<file path="config.mk">
export PLATFORM = sky130hd
export DESIGN_NAME = fit_policy_block_allocator_unit
export DESIGN_NICKNAME = d
export VERILOG_FILES = /design/src/rtl/fpba_pkg.sv /design/src/rtl/fpba_table.sv /design/src/rtl/fpba_scan.sv /design/src/rtl/fit_policy_block_allocator_unit.sv
export VERILOG_INCLUDE_DIRS = /design/src /design/src/rtl
export SDC_FILE = /design/constraint.sdc
export NUM_CORES = 1
export LEC_CHECK = 0
export ABC_AREA = 0
export BUFFER_PORTS_ARGS = -buffer_cell sky130_fd_sc_hd__buf_2
export CAP_MARGIN = 20
export CORE_ASPECT_RATIO = 2
export CORE_UTILIZATION = 43
export DETAILED_ROUTE_END_ITERATION = 16
export PLACE_DENSITY = 0.6
export SKIP_CTS_REPAIR_TIMING = 1
export SLEW_MARGIN = 40
export SYNTH_ARGS = -nofsm -noshare
export SYNTH_HDL_FRONTEND = slang
export SYNTH_SLANG_ARGS = --single-unit
</file>
<file path="constraint.sdc">
create_clock -name i_clk -period 5.23 [get_ports i_clk]
set_input_delay 0.2615 -clock i_clk [delete_from_list [all_inputs] [get_ports i_clk]]
set_output_delay 0.2615 -clock i_clk [all_outputs]
set_load 0.03 [all_outputs]
</file>
<file path="src/rtl/fit_policy_block_allocator_unit_assert.svh">
// assertion macros for the allocator rtl
`ifndef FIT_POLICY_BLOCK_ALLOCATOR_UNIT_ASSERT_SVH
`define FIT_POLICY_BLOCK_ALLOCATOR_UNIT_ASSERT_SVH

// same-cycle implication, checked outside reset
`define FPBA_ASSERT_NOW(lbl, clk, rst_n, ante, cons) \
    lbl: assert property (@(posedge clk) disable iff (!rst_n) (ante) |-> (cons)) \
        else $error("fpba check failed");

// next-cycle implication, checked outside reset
`define FPBA_ASSERT_NEXT(lbl, clk, rst_n, ante, cons) \
    lbl: assert property (@(posedge clk) disable iff (!rst_n) (ante) |=> (cons)) \
        else $error("fpba check failed");

`endif

</file>
<file path="src/rtl/fpba_pkg.sv">
package fpba_pkg;

    // table geometry
    localparam int NUM_BLOCKS = 16;
    localparam int SIZE_WIDTH = 16;
    localparam int TBL_AW     = (NUM_BLOCKS > 1) ? $clog2(NUM_BLOCKS) : 1;
    localparam int SCAN_W     = $clog2(NUM_BLOCKS + 1);

    // item field widths
    localparam int IDX_W   = 4;
    localparam int FSIZE_W = 16;

    // configuration port
    localparam int CFG_IDX_W  = 1;
    localparam int CFG_DATA_W = 5;
    localparam logic [CFG_IDX_W-1:0] CFG_POLICY      = 1'b0;
    localparam logic [CFG_IDX_W-1:0] CFG_BLOCK_COUNT = 1'b1;

    // placement rules, the unused code behaves as first fit
    localparam logic [1:0] POL_FIRST = 2'd0;
    localparam logic [1:0] POL_BEST  = 2'd1;
    localparam logic [1:0] POL_WORST = 2'd2;

    // item modes
    localparam logic MODE_LOAD  = 1'b0;
    localparam logic MODE_ALLOC = 1'b1;

    typedef struct packed {
        logic               mode;
        logic [IDX_W-1:0]   block_index;
        logic [FSIZE_W-1:0] size;
    } t_in_item;

    typedef struct packed {
        logic               granted;
        logic [IDX_W-1:0]   chosen_block;
        logic [FSIZE_W-1:0] space_left;
    } t_out_item;

    typedef struct packed {
        logic                  rd_en;
        logic [TBL_AW-1:0]     rd_addr;
        logic                  wr_en;
        logic [TBL_AW-1:0]     wr_addr;
        logic [SIZE_WIDTH-1:0] wr_data;
    } t_tbl_req;

    // field size to stored width
    function automatic logic [SIZE_WIDTH-1:0] fn_size_in(input logic [FSIZE_W-1:0] v);
        logic [SIZE_WIDTH+FSIZE_W-1:0] ext;
        ext = {{SIZE_WIDTH{1'b0}}, v};
        return ext[SIZE_WIDTH-1:0];
    endfunction

    // stored width to field size
    function automatic logic [FSIZE_W-1:0] fn_size_out(input logic [SIZE_WIDTH-1:0] v);
        logic [SIZE_WIDTH+FSIZE_W-1:0] ext;
        ext = {{FSIZE_W{1'b0}}, v};
        return ext[FSIZE_W-1:0];
    endfunction

    // field index to table address
    function automatic logic [TBL_AW-1:0] fn_idx_to_addr(input logic [IDX_W-1:0] v);
        logic [TBL_AW+IDX_W-1:0] ext;
        ext = {{TBL_AW{1'b0}}, v};
        return ext[TBL_AW-1:0];
    endfunction

    // table address to field index
    function automatic logic [IDX_W-1:0] fn_addr_to_idx(input logic [TBL_AW-1:0] v);
        logic [TBL_AW+IDX_W-1:0] ext;
        ext = {{IDX_W{1'b0}}, v};
        return ext[IDX_W-1:0];
    endfunction

endpackage

</file>
<file path="src/rtl/fpba_table.sv">
module fpba_table (
    input  logic                              i_clk,
    input  logic                              i_rst_n,
    input  fpba_pkg::t_tbl_req                i_req,
    output logic [fpba_pkg::SIZE_WIDTH-1:0]   o_rd_data
);
    import fpba_pkg::*;

    logic [SIZE_WIDTH-1:0] r_mem [NUM_BLOCKS];
    logic [NUM_BLOCKS-1:0] r_valid;
    logic [SIZE_WIDTH-1:0] r_rd_data;

    // entries never written since reset read as zero
    always_ff @(posedge i_clk) begin
        if (!i_rst_n) begin
            r_valid <= '0;
        end else if (i_req.wr_en) begin
            r_valid[i_req.wr_addr] <= 1'b1;
        end
    end

    // write port
    always_ff @(posedge i_clk) begin
        if (i_req.wr_en) begin
            r_mem[i_req.wr_addr] <= i_req.wr_data;
        end
    end

    // registered read port
    always_ff @(posedge i_clk) begin
        if (i_req.rd_en) begin
            r_rd_data <= r_valid[i_req.rd_addr] ? r_mem[i_req.rd_addr] : '0;
        end
    end

    assign o_rd_data = r_rd_data;

endmodule

</file>
<file path="src/rtl/fpba_scan.sv">
`include "fit_policy_block_allocator_unit_assert.svh"

module fpba_scan (
    input  logic                                i_clk,
    input  logic                                i_rst_n,
    input  logic                                i_in_valid,
    output logic                                o_in_ready,
    input  fpba_pkg::t_in_item                  i_in,
    input  logic [1:0]                          i_policy,
    input  logic [fpba_pkg::CFG_DATA_W-1:0]     i_block_count,
    output fpba_pkg::t_tbl_req                  o_tbl_req,
    input  logic [fpba_pkg::SIZE_WIDTH-1:0]     i_rd_data,
    output logic                                o_res_valid,
    input  logic                                i_res_ready,
    output fpba_pkg::t_out_item                 o_res
);
    import fpba_pkg::*;

    typedef enum logic [1:0] {
        S_IDLE,
        S_SCAN,
        S_WRITE,
        S_DONE
    } t_state;

    t_state                r_state;
    t_in_item              r_item;
    logic [SCAN_W-1:0]     r_ptr;
    logic                  r_dv;
    logic [TBL_AW-1:0]     r_didx;
    logic                  r_found;
    logic [SIZE_WIDTH-1:0] r_best_val;
    logic [TBL_AW-1:0]     r_best_idx;
    t_out_item             r_res;

    logic [SCAN_W-1:0]     w_count;
    logic                  w_issue;
    logic [SIZE_WIDTH-1:0] w_size;
    logic                  w_fits;
    logic                  w_take;
    logic                  w_load_ok;
    logic [SIZE_WIDTH-1:0] w_left;
    t_tbl_req              w_req;
    t_out_item             w_wr_res;

    // blocks scanned, saturated at the table size
    assign w_count = (32'(i_block_count) > 32'(NUM_BLOCKS)) ? SCAN_W'(NUM_BLOCKS)
                                                            : SCAN_W'(i_block_count);

    assign w_size    = fn_size_in(r_item.size);
    assign w_issue   = (r_state == S_SCAN) && (r_ptr < w_count);
    assign w_load_ok = 32'(r_item.block_index) < 32'(NUM_BLOCKS);
    assign w_left    = r_best_val - w_size;

    // candidate compare on the block that just came out of the table
    assign w_fits = i_rd_data >= w_size;
    assign w_take = w_fits && (!r_found
                    || ((i_policy == POL_BEST)  && (i_rd_data < r_best_val))
                    || ((i_policy == POL_WORST) && (i_rd_data > r_best_val)));

    // table access: scan reads, at most one write-back at the end of the item
    always_comb begin
        w_req.rd_en   = w_issue;
        w_req.rd_addr = r_ptr[TBL_AW-1:0];
        w_req.wr_en   = 1'b0;
        w_req.wr_addr = r_best_idx;
        w_req.wr_data = w_left;
        if (r_state == S_WRITE) begin
            if (r_item.mode == MODE_LOAD) begin
                w_req.wr_en   = w_load_ok;
                w_req.wr_addr = fn_idx_to_addr(r_item.block_index);
                w_req.wr_data = w_size;
            end else begin
                w_req.wr_en = 1'b1;
            end
        end
    end

    // result of a load or a granted request
    always_comb begin
        if (r_item.mode == MODE_LOAD) begin
            w_wr_res.granted      = 1'b0;
            w_wr_res.chosen_block = r_item.block_index;
            w_wr_res.space_left   = w_load_ok ? fn_size_out(w_size) : '0;
        end else begin
            w_wr_res.granted      = 1'b1;
            w_wr_res.chosen_block = fn_addr_to_idx(r_best_idx);
            w_wr_res.space_left   = fn_size_out(w_left);
        end
    end

    // sequencer
    always_ff @(posedge i_clk) begin
        if (!i_rst_n) begin
            r_state <= S_IDLE;
            r_dv    <= 1'b0;
            r_found <= 1'b0;
        end else begin
            unique case (r_state)
                S_IDLE: begin
                    if (i_in_valid) begin
                        r_item  <= i_in;
                        r_ptr   <= '0;
                        r_dv    <= 1'b0;
                        r_found <= 1'b0;
                        r_state <= (i_in.mode == MODE_LOAD) ? S_WRITE : S_SCAN;
                    end
                end
                S_SCAN: begin
                    r_dv   <= w_issue;
                    r_didx <= r_ptr[TBL_AW-1:0];
                    if (w_issue) begin
                        r_ptr <= r_ptr + SCAN_W'(1);
                    end
                    if (r_dv && w_take) begin
                        r_found    <= 1'b1;
                        r_best_val <= i_rd_data;
                        r_best_idx <= r_didx;
                    end
                    // all reads issued and the last one evaluated
                    if (!w_issue && !r_dv) begin
                        if (r_found) begin
                            r_state <= S_WRITE;
                        end else begin
                            r_res   <= '0;
                            r_state <= S_DONE;
                        end
                    end
                end
                S_WRITE: begin
                    r_res   <= w_wr_res;
                    r_state <= S_DONE;
                end
                S_DONE: begin
                    if (i_res_ready) begin
                        r_state <= S_IDLE;
                    end
                end
                default: begin
                    r_state <= S_IDLE;
                end
            endcase
        end
    end

    assign o_tbl_req   = w_req;
    assign o_in_ready  = (r_state == S_IDLE);
    assign o_res_valid = (r_state == S_DONE);
    assign o_res       = r_res;

    // checks
    `FPBA_ASSERT_NOW(a_no_rw_overlap, i_clk, i_rst_n, w_req.rd_en, !w_req.wr_en)
    `FPBA_ASSERT_NEXT(a_read_gives_data, i_clk, i_rst_n, w_req.rd_en, r_dv)
    `FPBA_ASSERT_NOW(a_grant_in_range, i_clk, i_rst_n, o_res_valid && o_res.granted && r_item.mode == MODE_ALLOC, 32'(r_best_idx) < 32'(w_count))
    `FPBA_ASSERT_NEXT(a_done_frees_input, i_clk, i_rst_n, o_res_valid && i_res_ready, o_in_ready)

endmodule

</file>
<file path="src/rtl/fit_policy_block_allocator_unit.sv">
// Free-space allocator over a 16-entry table of block sizes, all zero after reset.
// A load item (mode 0) writes one block's free size and returns it; a request item
// (mode 1) scans blocks 0 to block_count-1 under first, best or worst fit, lowest
// index on ties, takes the size from the chosen block and returns grant, index and
// space left, or an all-zero refusal. Items are handled one at a time, paced by the
// single read port of the free-space table, which the scan walks one block per cycle
// (block_count capped at 16) before the write-back. A finished result sits in an
// output register, so the next item is taken while the result still waits.
// Write policy and block_count only while no item is in flight.
module fit_policy_block_allocator_unit (
    input  logic                                i_clk,
    input  logic                                i_rst_n,
    input  logic                                i_cfg_we,
    input  logic [fpba_pkg::CFG_IDX_W-1:0]      i_cfg_idx,
    input  logic [fpba_pkg::CFG_DATA_W-1:0]     i_cfg_data,
    input  logic                                i_in_valid,
    output logic                                o_in_ready,
    input  fpba_pkg::t_in_item                  i_in,
    output logic                                o_out_valid,
    input  logic                                i_out_ready,
    output fpba_pkg::t_out_item                 o_out
);
    import fpba_pkg::*;

    logic [1:0]            r_policy;
    logic [CFG_DATA_W-1:0] r_block_count;
    logic                  r_out_valid;
    t_out_item             r_out;

    t_tbl_req              w_tbl_req;
    logic [SIZE_WIDTH-1:0] w_rd_data;
    logic                  w_res_valid;
    logic                  w_res_ready;
    t_out_item             w_res;

    // configuration registers
    always_ff @(posedge i_clk) begin
        if (!i_rst_n) begin
            r_policy      <= POL_FIRST;
            r_block_count <= CFG_DATA_W'(NUM_BLOCKS);
        end else if (i_cfg_we) begin
            unique case (i_cfg_idx)
                CFG_POLICY:      r_policy      <= i_cfg_data[1:0];
                CFG_BLOCK_COUNT: r_block_count <= i_cfg_data;
                default: begin
                end
            endcase
        end
    end

    fpba_table u_table (
        .i_clk     (i_clk),
        .i_rst_n   (i_rst_n),
        .i_req     (w_tbl_req),
        .o_rd_data (w_rd_data)
    );

    fpba_scan u_scan (
        .i_clk         (i_clk),
        .i_rst_n       (i_rst_n),
        .i_in_valid    (i_in_valid),
        .o_in_ready    (o_in_ready),
        .i_in          (i_in),
        .i_policy      (r_policy),
        .i_block_count (r_block_count),
        .o_tbl_req     (w_tbl_req),
        .i_rd_data     (w_rd_data),
        .o_res_valid   (w_res_valid),
        .i_res_ready   (w_res_ready),
        .o_res         (w_res)
    );

    // output register, refilled when empty or drained in the same cycle
    assign w_res_ready = !r_out_valid || i_out_ready;

    always_ff @(posedge i_clk) begin
        if (!i_rst_n) begin
            r_out_valid <= 1'b0;
        end else if (w_res_ready) begin
            r_out_valid <= w_res_valid;
        end
    end

    always_ff @(posedge i_clk) begin
        if (w_res_valid && w_res_ready) begin
            r_out <= w_res;
        end
    end

    assign o_out_valid = r_out_valid;
    assign o_out       = r_out;

endmodule
</file>
==> metrics.txt, run 1 <==
status=completed; CP arrival=3.35 ns; synth unique cells=59; DRC=0; Synth area leaders=edfxtp_1 66%, mux4_2 11%, ha_1 4.2%; Slew @ Worst Pin=between 0.7 and 0.8 ns; Setup crit end kind=flip-flop; root buffer selected by CTS=clkbuf_16; Seq/Total Area, Yosys=69.0%; CP Class=flip-flop to flip-flop; slowest CP cell=a2111oi_0; Max Cap Viol=0; # port buffers=between 50 and 60; async set-or-reset flop fraction in the synthesized netlist=0%; antenna violations before repair=0; clock sink total=392; final WL=35400 um; final setup TNS=0 ns; Fmax=between 0.3 and 0.4 GHz; worst ir drop on vdd=213 uV; Flop pwr share=47.3%; Area Growth Syn to Fin=15.0%; post-synth top area share=65.7%; NetSw=2430 uW; PD cells=448 nW/um2; WHS=about 0.041 ns; Top FF cell, synth=edfxtp_1; pin count of the biggest net entering global routing=62; HPWL Detailed=25000 um; Core ar.=38000 um2; worst skew pair latency=0.55 ns; number of setup violations in the final report=0; htree depth=2; global-route wire length before repair=54900 um; crit share post-route=about three fifths; placed cells=1523; number of diodes=0; worst path cell trace=inv_1, ha_1, a2111oi_0, a21oi_1, o21ai_1, mux2i_1, xnor2_2; M3 GR Usage=2.01%; HP Class=primary input to flip-flop; vias per cell=5.34; switching share of power=28.3%; GR peak layer=met2; total grt overflow=0; number of global-route vias before repair=9197; GR met1 Demand/Resource=20.0%; Final GP Congestion=between 0.9 and 1; die area=39500 um2; clk slew on worst S/H paths=0.07 ns; Pre-antenna DRT Iters=6; fin cells=1614; FF+latch count, synth=392; crit path max fanout=16; Comb pwr share=between 20% and 30%; final hold vios=0; RSZ-0062 raised after global routing=no; Largest stage delay, worst path=0.63 ns; worst rel slew slack=50.9%; fin crit period=3.10 ns; via count=approximately 8600; CTS tree=yes; leakage=0.00654 uW; row cnt=between 100 and 150; Post-Syn Area=roughly 17000 um2; crit start category=flip-flop; number of synthesized flops with an enable pin=364; kind of cell adding the most delay to the critical path=compound AO/OA/AOI/OAI gates; Initial DRC Count=409; syn avg cell area=17.1 um2; CTS buffer count=35; Worst Skew=0.0200 ns; fin nets=about 1200; Tot GR Track Use=18.8%; YS warnings=0; Required @ worst endpoint=roughly 5.5 ns; die height=280 um; CTS max path bufs=3; clock share of power=30.5%; placed cell area=17700 um2; post-route cell area=19100 um2; Die Width=~140 um; CP Buf/Inv Count=1; met2 usage=36.3%; Avg WL per Cell=21.9 um; Slew Limit Fails=0; Final ANT Viol Nets=0; Initial Util=~44%; Synth area leader=edfxtp_1; Internal Power=about 6100 uW; io pins=55; Synth Net Count=1062; Design Power=8570 uW; cell count after synthesis=973; share of cells above drive strength 1=22.5%
==> per-layer routing <==
layer | routed length, um | vias up
met4 | 1630 | 0
met3 | 835 | 70
met5 | 0 | -
met2 | 20200 | 136
met1 | 12700 | 4422
li1 | - | 3994
==> area by class of cell <==
type | count | area, um2
sequential | 392 | 11500
clock inverter | 25 | 268
tap | 515 | 644
fill | 3096 | 18900
timing repair buffer | 96 | 676
multi-input combinational | 503 | 5010
clock buffer | 39 | 891
inverter | 44 | 165
==> cell families after synthesis <==
kind of cell | share of synthesized area, %
xor gates and xnor gates | 0.684
DFF | 69.0
muxes | 13.2
and+or+nand+nor | 6.23
buffers and inverters | 2.19
adders and majority gates | 4.33
AOI/OAI and AO/OA | 4.35
==> worst register-to-register path, delay by kind of cell (launching register included) <==
family / cells / cell delay (ns)
compound gates: 3 / 1.27
xor+xnor: 1 / 0.56
fa+ha+maj: 1 / 0.31
buf+inv: 1 / 0.10
flops: 1 / 0.42
mux: 1 / 0.16
==> power by group through the flow <==
stage | Sequential (uW) | Clock (uW) | Combinational (uW)
6_report | 4050 | 2610 | 1910
5_1_grt | 4080 | 2760 | 2080
4_1_cts | 4060 | 2670 | 1930
3_5_place_dp | 4120 | 0 | 1920
3_3_place_gp | 4150 | 0 | 1810
2_1_floorplan | 4100 | 0 | 1320
==> registers in the layout (all words and copies together) (netlist names) <==
signal	cells
u_scan.r_dv	1
u_scan.o_res	21
o_out_valid	1
u_scan.r_item	5
u_scan.r_state	2
r_block_count	5
u_scan.r_ptr	5
u_table.o_rd_data	16
u_scan.r_best_idx	4
r_policy	2
u_scan.w_size	16
u_table.r_valid	16
u_scan.r_didx	4
u_scan.r_found	1
u_table.r_mem	256
u_scan.r_best_val	16
o_out	21
==> synth_stat cells, drive strengths merged, types with 4 or more instances <==
library cell and n:
buf 18, a211oi 4, nand2b 9, o211ai 4, xnor2 8, nor2 74, and2 10, a21oi 31
o21ai 24, nand3 15, dfxtp 28, a21boi 8, a31oi 6, nand4 4, ha 56, inv 44
clkbuf 16, nor2b 35, mux4 84, nor3 6, o31ai 5, a21o 10, o21a 6, mux2i 21
mux2 6, edfxtp 364, xor2 5, nand2 43
==> cell usage in the layout, fill, tap and decap left out, types with 7 or more instances in the layout <==
cell type	synthesis	layout
a21o_1	10	10
and2_1	10	9
ha_1	56	56
dlygate4sd3_1	0	27
clkbuf_16	0	35
nor2_1	74	57
buf_2	8	54
clkinv_2	0	7
nand2_1	43	43
a21oi_1	30	29
mux4_2	78	78
mux2i_1	21	21
dfxtp_1	28	28
edfxtp_1	364	364
clkinv_1	0	7
nand2b_1	9	9
xnor2_1	8	7
buf_4	0	9
inv_1	44	43
nand3_1	15	15
o21ai_2	0	8
o21ai_1	21	13
nor2_4	0	16
nor2b_1	32	30
==> path summary, 6_finish.rpt <==
kind | start | endpoint | slack, ns | depth (start not counted)
max | u_scan.w_size[6] | u_table.r_mem[3][15] | 2.13 | 7
min | i_cfg_we | r_block_count[1] | 0.04 | 3
max reg2reg | u_scan.w_size[6] | u_table.r_mem[3][15] | 2.13 | 7
min reg2reg | u_scan.o_res[17] | o_out[17] | 0.42 | 0
==> through the flow <==
| stage | worst slack [ns] | util [%] |
|---|---|---|
| floorplan | 1.68 | - |
| global placement | 1.80 | 46.0 |
| detailed placement | 2.14 | 46.5 |
| CTS | 2.12 | 49.6 |
| global route | 1.90 | 50.3 |
| finish | 2.13 | 50.3 |
(Power assumes the default switching activity.)
==> run 2, diff against run 1 <==
Clock period 5.23 ns to 3.2 ns, I/O delays scaled along.
==> run 2 against run 1 <==
Sequential cell count did not move. Sequential power rose by 62%. Critical path type unchanged. Combinational power rose by 70%. Clock skew rose by 0.0063 ns. Routed wire length rose by 7.8%. Clock-buffer cell count rose by 2. Final area rose by 1.8%. Non-clock buffer count rose by 40.
==> metrics.txt, run 2 (synthesis gave the netlist of run 1 again) <==
largest register by flop count=u_table.r_mem; total grt overflow=0; worst skew pair latency=roughly 0.54 ns; HPWL Detailed=25000 um; final hold vios=0; Fmax=0.333 GHz; Initial DRC Count=469; final setup TNS=0 ns; Tot GR Track Use=between 10% and 20%; number of diodes=0; switching share of power=between 20% and 30%; leakage=just under 0.007 uW; htree depth=2; Initial Util=a little over two fifths; via count=between 8000 and 9000; Flop pwr share=46.2%; PD cells=730 nW/um2; clk slew on worst S/H paths=approximately 0.060 ns; DRC=0; io pins=55; CP arrival=3.23 ns; Register Area=11500 um2; fin nets=1201; worst rel slew slack=a little over half; max reg flops=between 200 and 300; Area Growth Syn to Fin=17.1%; Core ar.=~38000 um2; Multi-input gate area=roughly 4900 um2; number of fill cells=between 3000 and 4000; # port buffers=54; Slew @ Worst Pin=0.720 ns; Die Width=141 um; Worst Skew=between 0.02 and 0.03 ns; die area=39500 um2; Slew Limit Fails=0; Comb pwr share=22.8%; Final ANT Viol Nets=0; Pre-antenna DRT Iters=5; crit start category=flip-flop; hold depth=4; share of cells above drive strength 1=24.3%; Setup crit end kind=flip-flop; CTS max path bufs=3; clock share of power=31.0%; crit share post-route=a little over nine tenths; most frequent cells in the layout=364 x edfxtp_1, 78 x mux4_2, 57 x nor2_1; pin count of the biggest net entering global routing=between 70 and 80; worst ir drop on vdd=358 uV; fin crit period=3.00 ns; worst setup path start=u_table.o_rd_data[7]; global-route wire length before repair=56700 um; Final GP Congestion=0.886; M3 GR Usage=2.34%; commonest non-fill, non-tap cell in the layout=edfxtp_1; Internal Power=10300 uW; NetSw=3950 uW; final WL=38200 um; post-route core utilization=51.2%; number of global-route vias before repair=9448; Reg2Reg Depth=7; GR met1 Demand/Resource=20.5%; row cnt=101; antenna violations before repair=0; CTS buffer count=35; root buffer selected by CTS=clkbuf_16; status=completed; vias per cell=5.44; Avg WL per Cell=23.1 um; met2 usage=about two fifths; die height=280 um; Critical R2R Launch=u_table.o_rd_data[7]; crit path max fanout=17; Max Cap Viol=0; CTS tree=yes; clock sink total=392; HP Class=primary input to flip-flop; RSZ-0062 raised after global routing=no; Required @ worst endpoint=3.42 ns; hold_sp=i_in_valid; CP Class=flip-flop to flip-flop; number of setup violations in the final report=0; GR peak layer=met2
[run 2: cell count changes in the layout (fill, tap and decap cells not counted), sizes merged]
| cell | previous run | this run |
|---|---|---|
| buf | 69 | 103 |
| dlygate4sd3 | 27 | 33 |
| clkinv | 17 | 14 |
| clkbuf | 39 | 41 |
| inv | 45 | 46 |
[run 2: layout make-up]
cell class                      count  area share (%)
Sequential cell                   392            59.0
Multi-Input combinational cell    503            25.1
Timing Repair Buffer              136            5.55
Clock buffer                       41            4.99
Tap cell                          515            3.31
Clock inverter                     23            1.26
Inverter                           44           0.847
[run 2: through the flow]
step / area [um2] / total power [uW] / hold WS (ns) / std cells / setup slack (ns)
6_report: 19500 / 14200 / 0.0914 / 1654 / 0.198
5_1_grt: 19500 / 14800 / 0.0945 / 1654 / 0.0331
4_1_cts: 19200 / 14400 / -0.205 / 1621 / 0.177
3_5_place_dp: 17900 / 9970 / 0.338 / 1557 / 0.200
3_3_place_gp: 17900 / 9870 / 0.340 / 1557 / 0.0685
2_1_floorplan: 16700 / 8850 / 0.232 / 973 / 0.300
[run 2: power groups by stage]
stage          clock, uW  combinational, uW  sequential [uW]
6_report            4420               3240             6580
5_1_grt             4690               3510             6610
4_1_cts             4500               3280             6580
3_5_place_dp           0               3280             6690
3_3_place_gp           0               3190             6680
2_1_floorplan          0               2160             6700
[run 2: final timing paths]
| check | slack (ns) | end |
|---|---|---|
| worst max-delay path | 0.20 | u_scan.r_best_val[5] |
| worst min-delay path | 0.09 | u_scan.r_found |
| worst max register to register | 0.20 | u_scan.r_best_val[5] |
| worst min register to register | 0.42 | o_out[4] |
[run 2: worst max-delay path, stage by stage, from the launching register on]
cell      delay, ns
edfxtp_1       0.43
ha_1           0.33
a21oi_1        0.35
a211oi_1       0.14
nor4b_1        0.46
mux2i_1        0.21
a221oi_2       0.53
buf_12         0.24
[run 2: routing by layer]
metal,routed length [um],vias to the layer above
li1,-,4074
met1,13300,4618
met2,22000,222
met3,1310,85
met4,1590,0
met5,0,-
==> run 3, diff against run 2 <==
Settings changed: CELL_PAD_IN_SITES_DETAIL_PLACEMENT from default to 0, CELL_PAD_IN_SITES_GLOBAL_PLACEMENT from default to 1, PLACE_DENSITY 0.6 to 0.67.
==> run 3 against run 2 <==
Register-to-register slack is essentially flat. The run now ends with negative hold slack left. Global-route usage rose by 0.44 points. Critical path type unchanged. Worst setup slack worse by 0.0087 ns. Largest cell class unchanged. Sequential power barely moved. Hold slack worse by 0.12 ns. Die area unchanged. Clock-buffer cell count is 8 higher. Combinational power about the same.
==> metrics.txt, run 3 (synthesis gave the netlist of run 1 again) <==
status=finished, violations left; failing checks=negative hold slack; die area=39500 um2; Area Growth Syn to Fin=16.9%; GR peak layer=met2; DRC=0; final WL=39000 um; total grt overflow=0; PD cells=roughly 730 nW/um2; Place WS=around 0.13 ns; slowest CP cell=nor4b_1; GR met1 Demand/Resource=21.2%; via count=8820; max reg flops=256; fin crit period=3.01 ns; met2 usage=between 40% and 50%; io pins=55; die height=280 um; worst rel slew slack=51.5%; Initial Util=43.8%; Core ar.=between 30000 and 40000 um2; crit path max fanout=17; Final GP Congestion=0.865; worst path cell trace=ha_1, a21oi_1, a211oi_1, nor4b_1, mux2i_1, a221oi_2, buf_12; share of cells above drive strength 1=23.8%; crit share post-route=94.1%; Setup crit end kind=flip-flop; worst ir drop on vdd=319 uV; Avg WL per Cell=23.5 um; Required @ worst endpoint=~3.4 ns; final setup TNS=0 ns; commonest non-fill, non-tap cell in the layout=edfxtp_1; Worst Skew=around 0.026 ns; Initial DRC Count=522; HP Class=primary input to flip-flop; RSZ-0062 raised after global routing=no; global-route wire length before repair=57100 um; Tot GR Track Use=roughly 20%; row cnt=101; number of global-route vias before repair=between 9000 and 10000; vias per cell=5.33; worst skew pair latency=0.54 ns; number of diodes=0; M3 GR Usage=about 2.4%; kind of cell adding the most delay to the critical path=compound AO/OA/AOI/OAI gates; CP arrival=3.24 ns; number of setup violations in the final report=0; CTS max path bufs=3; CTS buffer count=36; CTS tree=yes; antenna violations before repair=0; Design Power=14200 uW; largest register by flop count=u_table.r_mem; most frequent cells in the layout=364 x edfxtp_1, 78 x mux4_2, 57 x nor2_1; HPWL Detailed=25400 um; CP Class=flip-flop to flip-flop; final hold vios=1; Fmax=between 0.3 and 0.4 GHz; # port buffers=54; WHS=-0.0241 ns; fin nets=1202; Slew Limit Fails=0; crit start category=flip-flop; clk slew on worst S/H paths=0.07 ns; Final ANT Viol Nets=0; Die Width=141 um; htree depth=2; Slew @ Worst Pin=0.724 ns; clock sink total=392; leakage=a little under 0.007 uW; Max Cap Viol=0; pin count of the biggest net entering global routing=46; root buffer selected by CTS=clkbuf_16; Pre-antenna DRT Iters=6; Worst Setup Slack, final=0.189 ns; CP Buf/Inv Count=1; Largest stage delay, worst path=0.49 ns
## run 3: changes by cell type in the layout (fill, tap and decap cells not counted), moves of 2 or more
cell      before  now
clkbuf_1       2   10
clkinv_2       5    2
clkinv_4       3    0
nor2_2        15   17
nor2_4         2    0
## run 3: power breakdown
part | switching (uW) | leakage [uW] | internal, uW | total, uW
combinational | 1910 | 0.00266 | 1320 | 3220
clock | 1870 | 0.000572 | 2520 | 4390
sequential | 161 | 0.00353 | 6430 | 6590
total | 3940 | 0.00677 | 10300 | 14200
## run 3: stage by stage
stage	hold slack, ns	utilization [%]	cell area (um2)	instances
3_5_place_dp	0.338	47.2	17900	1558
4_1_cts	-0.209	50.3	19100	1624
3_3_place_gp	0.339	47.1	17900	1558
2_1_floorplan	0.232	-	16700	973
6_report	-0.0241	51.1	19500	1656
5_1_grt	0.00854	51.1	19500	1656
## run 3: worst reg2reg max path, cell delays in order (launching register included)
cell	delay, ns
edfxtp_1	0.43
ha_1	0.34
a21oi_1	0.38
a211oi_1	0.14
nor4b_1	0.49
mux2i_1	0.20
a221oi_2	0.49
buf_12	0.24
## run 3: final timing paths
path / depth (start not counted) / slack [ns] / start / endpoint
setup reg to reg: 7 / 0.19 / u_table.o_rd_data[7] / u_scan.r_best_val[5]
setup / recovery: 7 / 0.19 / u_table.o_rd_data[7] / u_scan.r_best_val[5]
hold / removal: 3 / -0.02 / i_cfg_idx / r_block_count[1]
hold reg to reg: 0 / 0.42 / u_scan.o_res[19] / o_out[19]
## run 3: final cells by class
class | count | area [um2]
Inverter | 44 | 165
Clock inverter | 17 | 201
Fill cell | 3089 | 18600
Sequential cell | 392 | 11500
Multi-Input combinational cell | 503 | 4880
Tap cell | 515 | 644
Timing Repair Buffer | 136 | 1080
Clock buffer | 49 | 991
## run 3: per-layer routing
| metal | vias to the layer above | share of wire (%) |
|---|---|---|
| met5 | - | 0 |
| met2 | 210 | 57 |
| li1 | 4068 | - |
| met4 | 0 | 3.6 |
| met3 | 74 | 3.9 |
| met1 | 4468 | 35 |
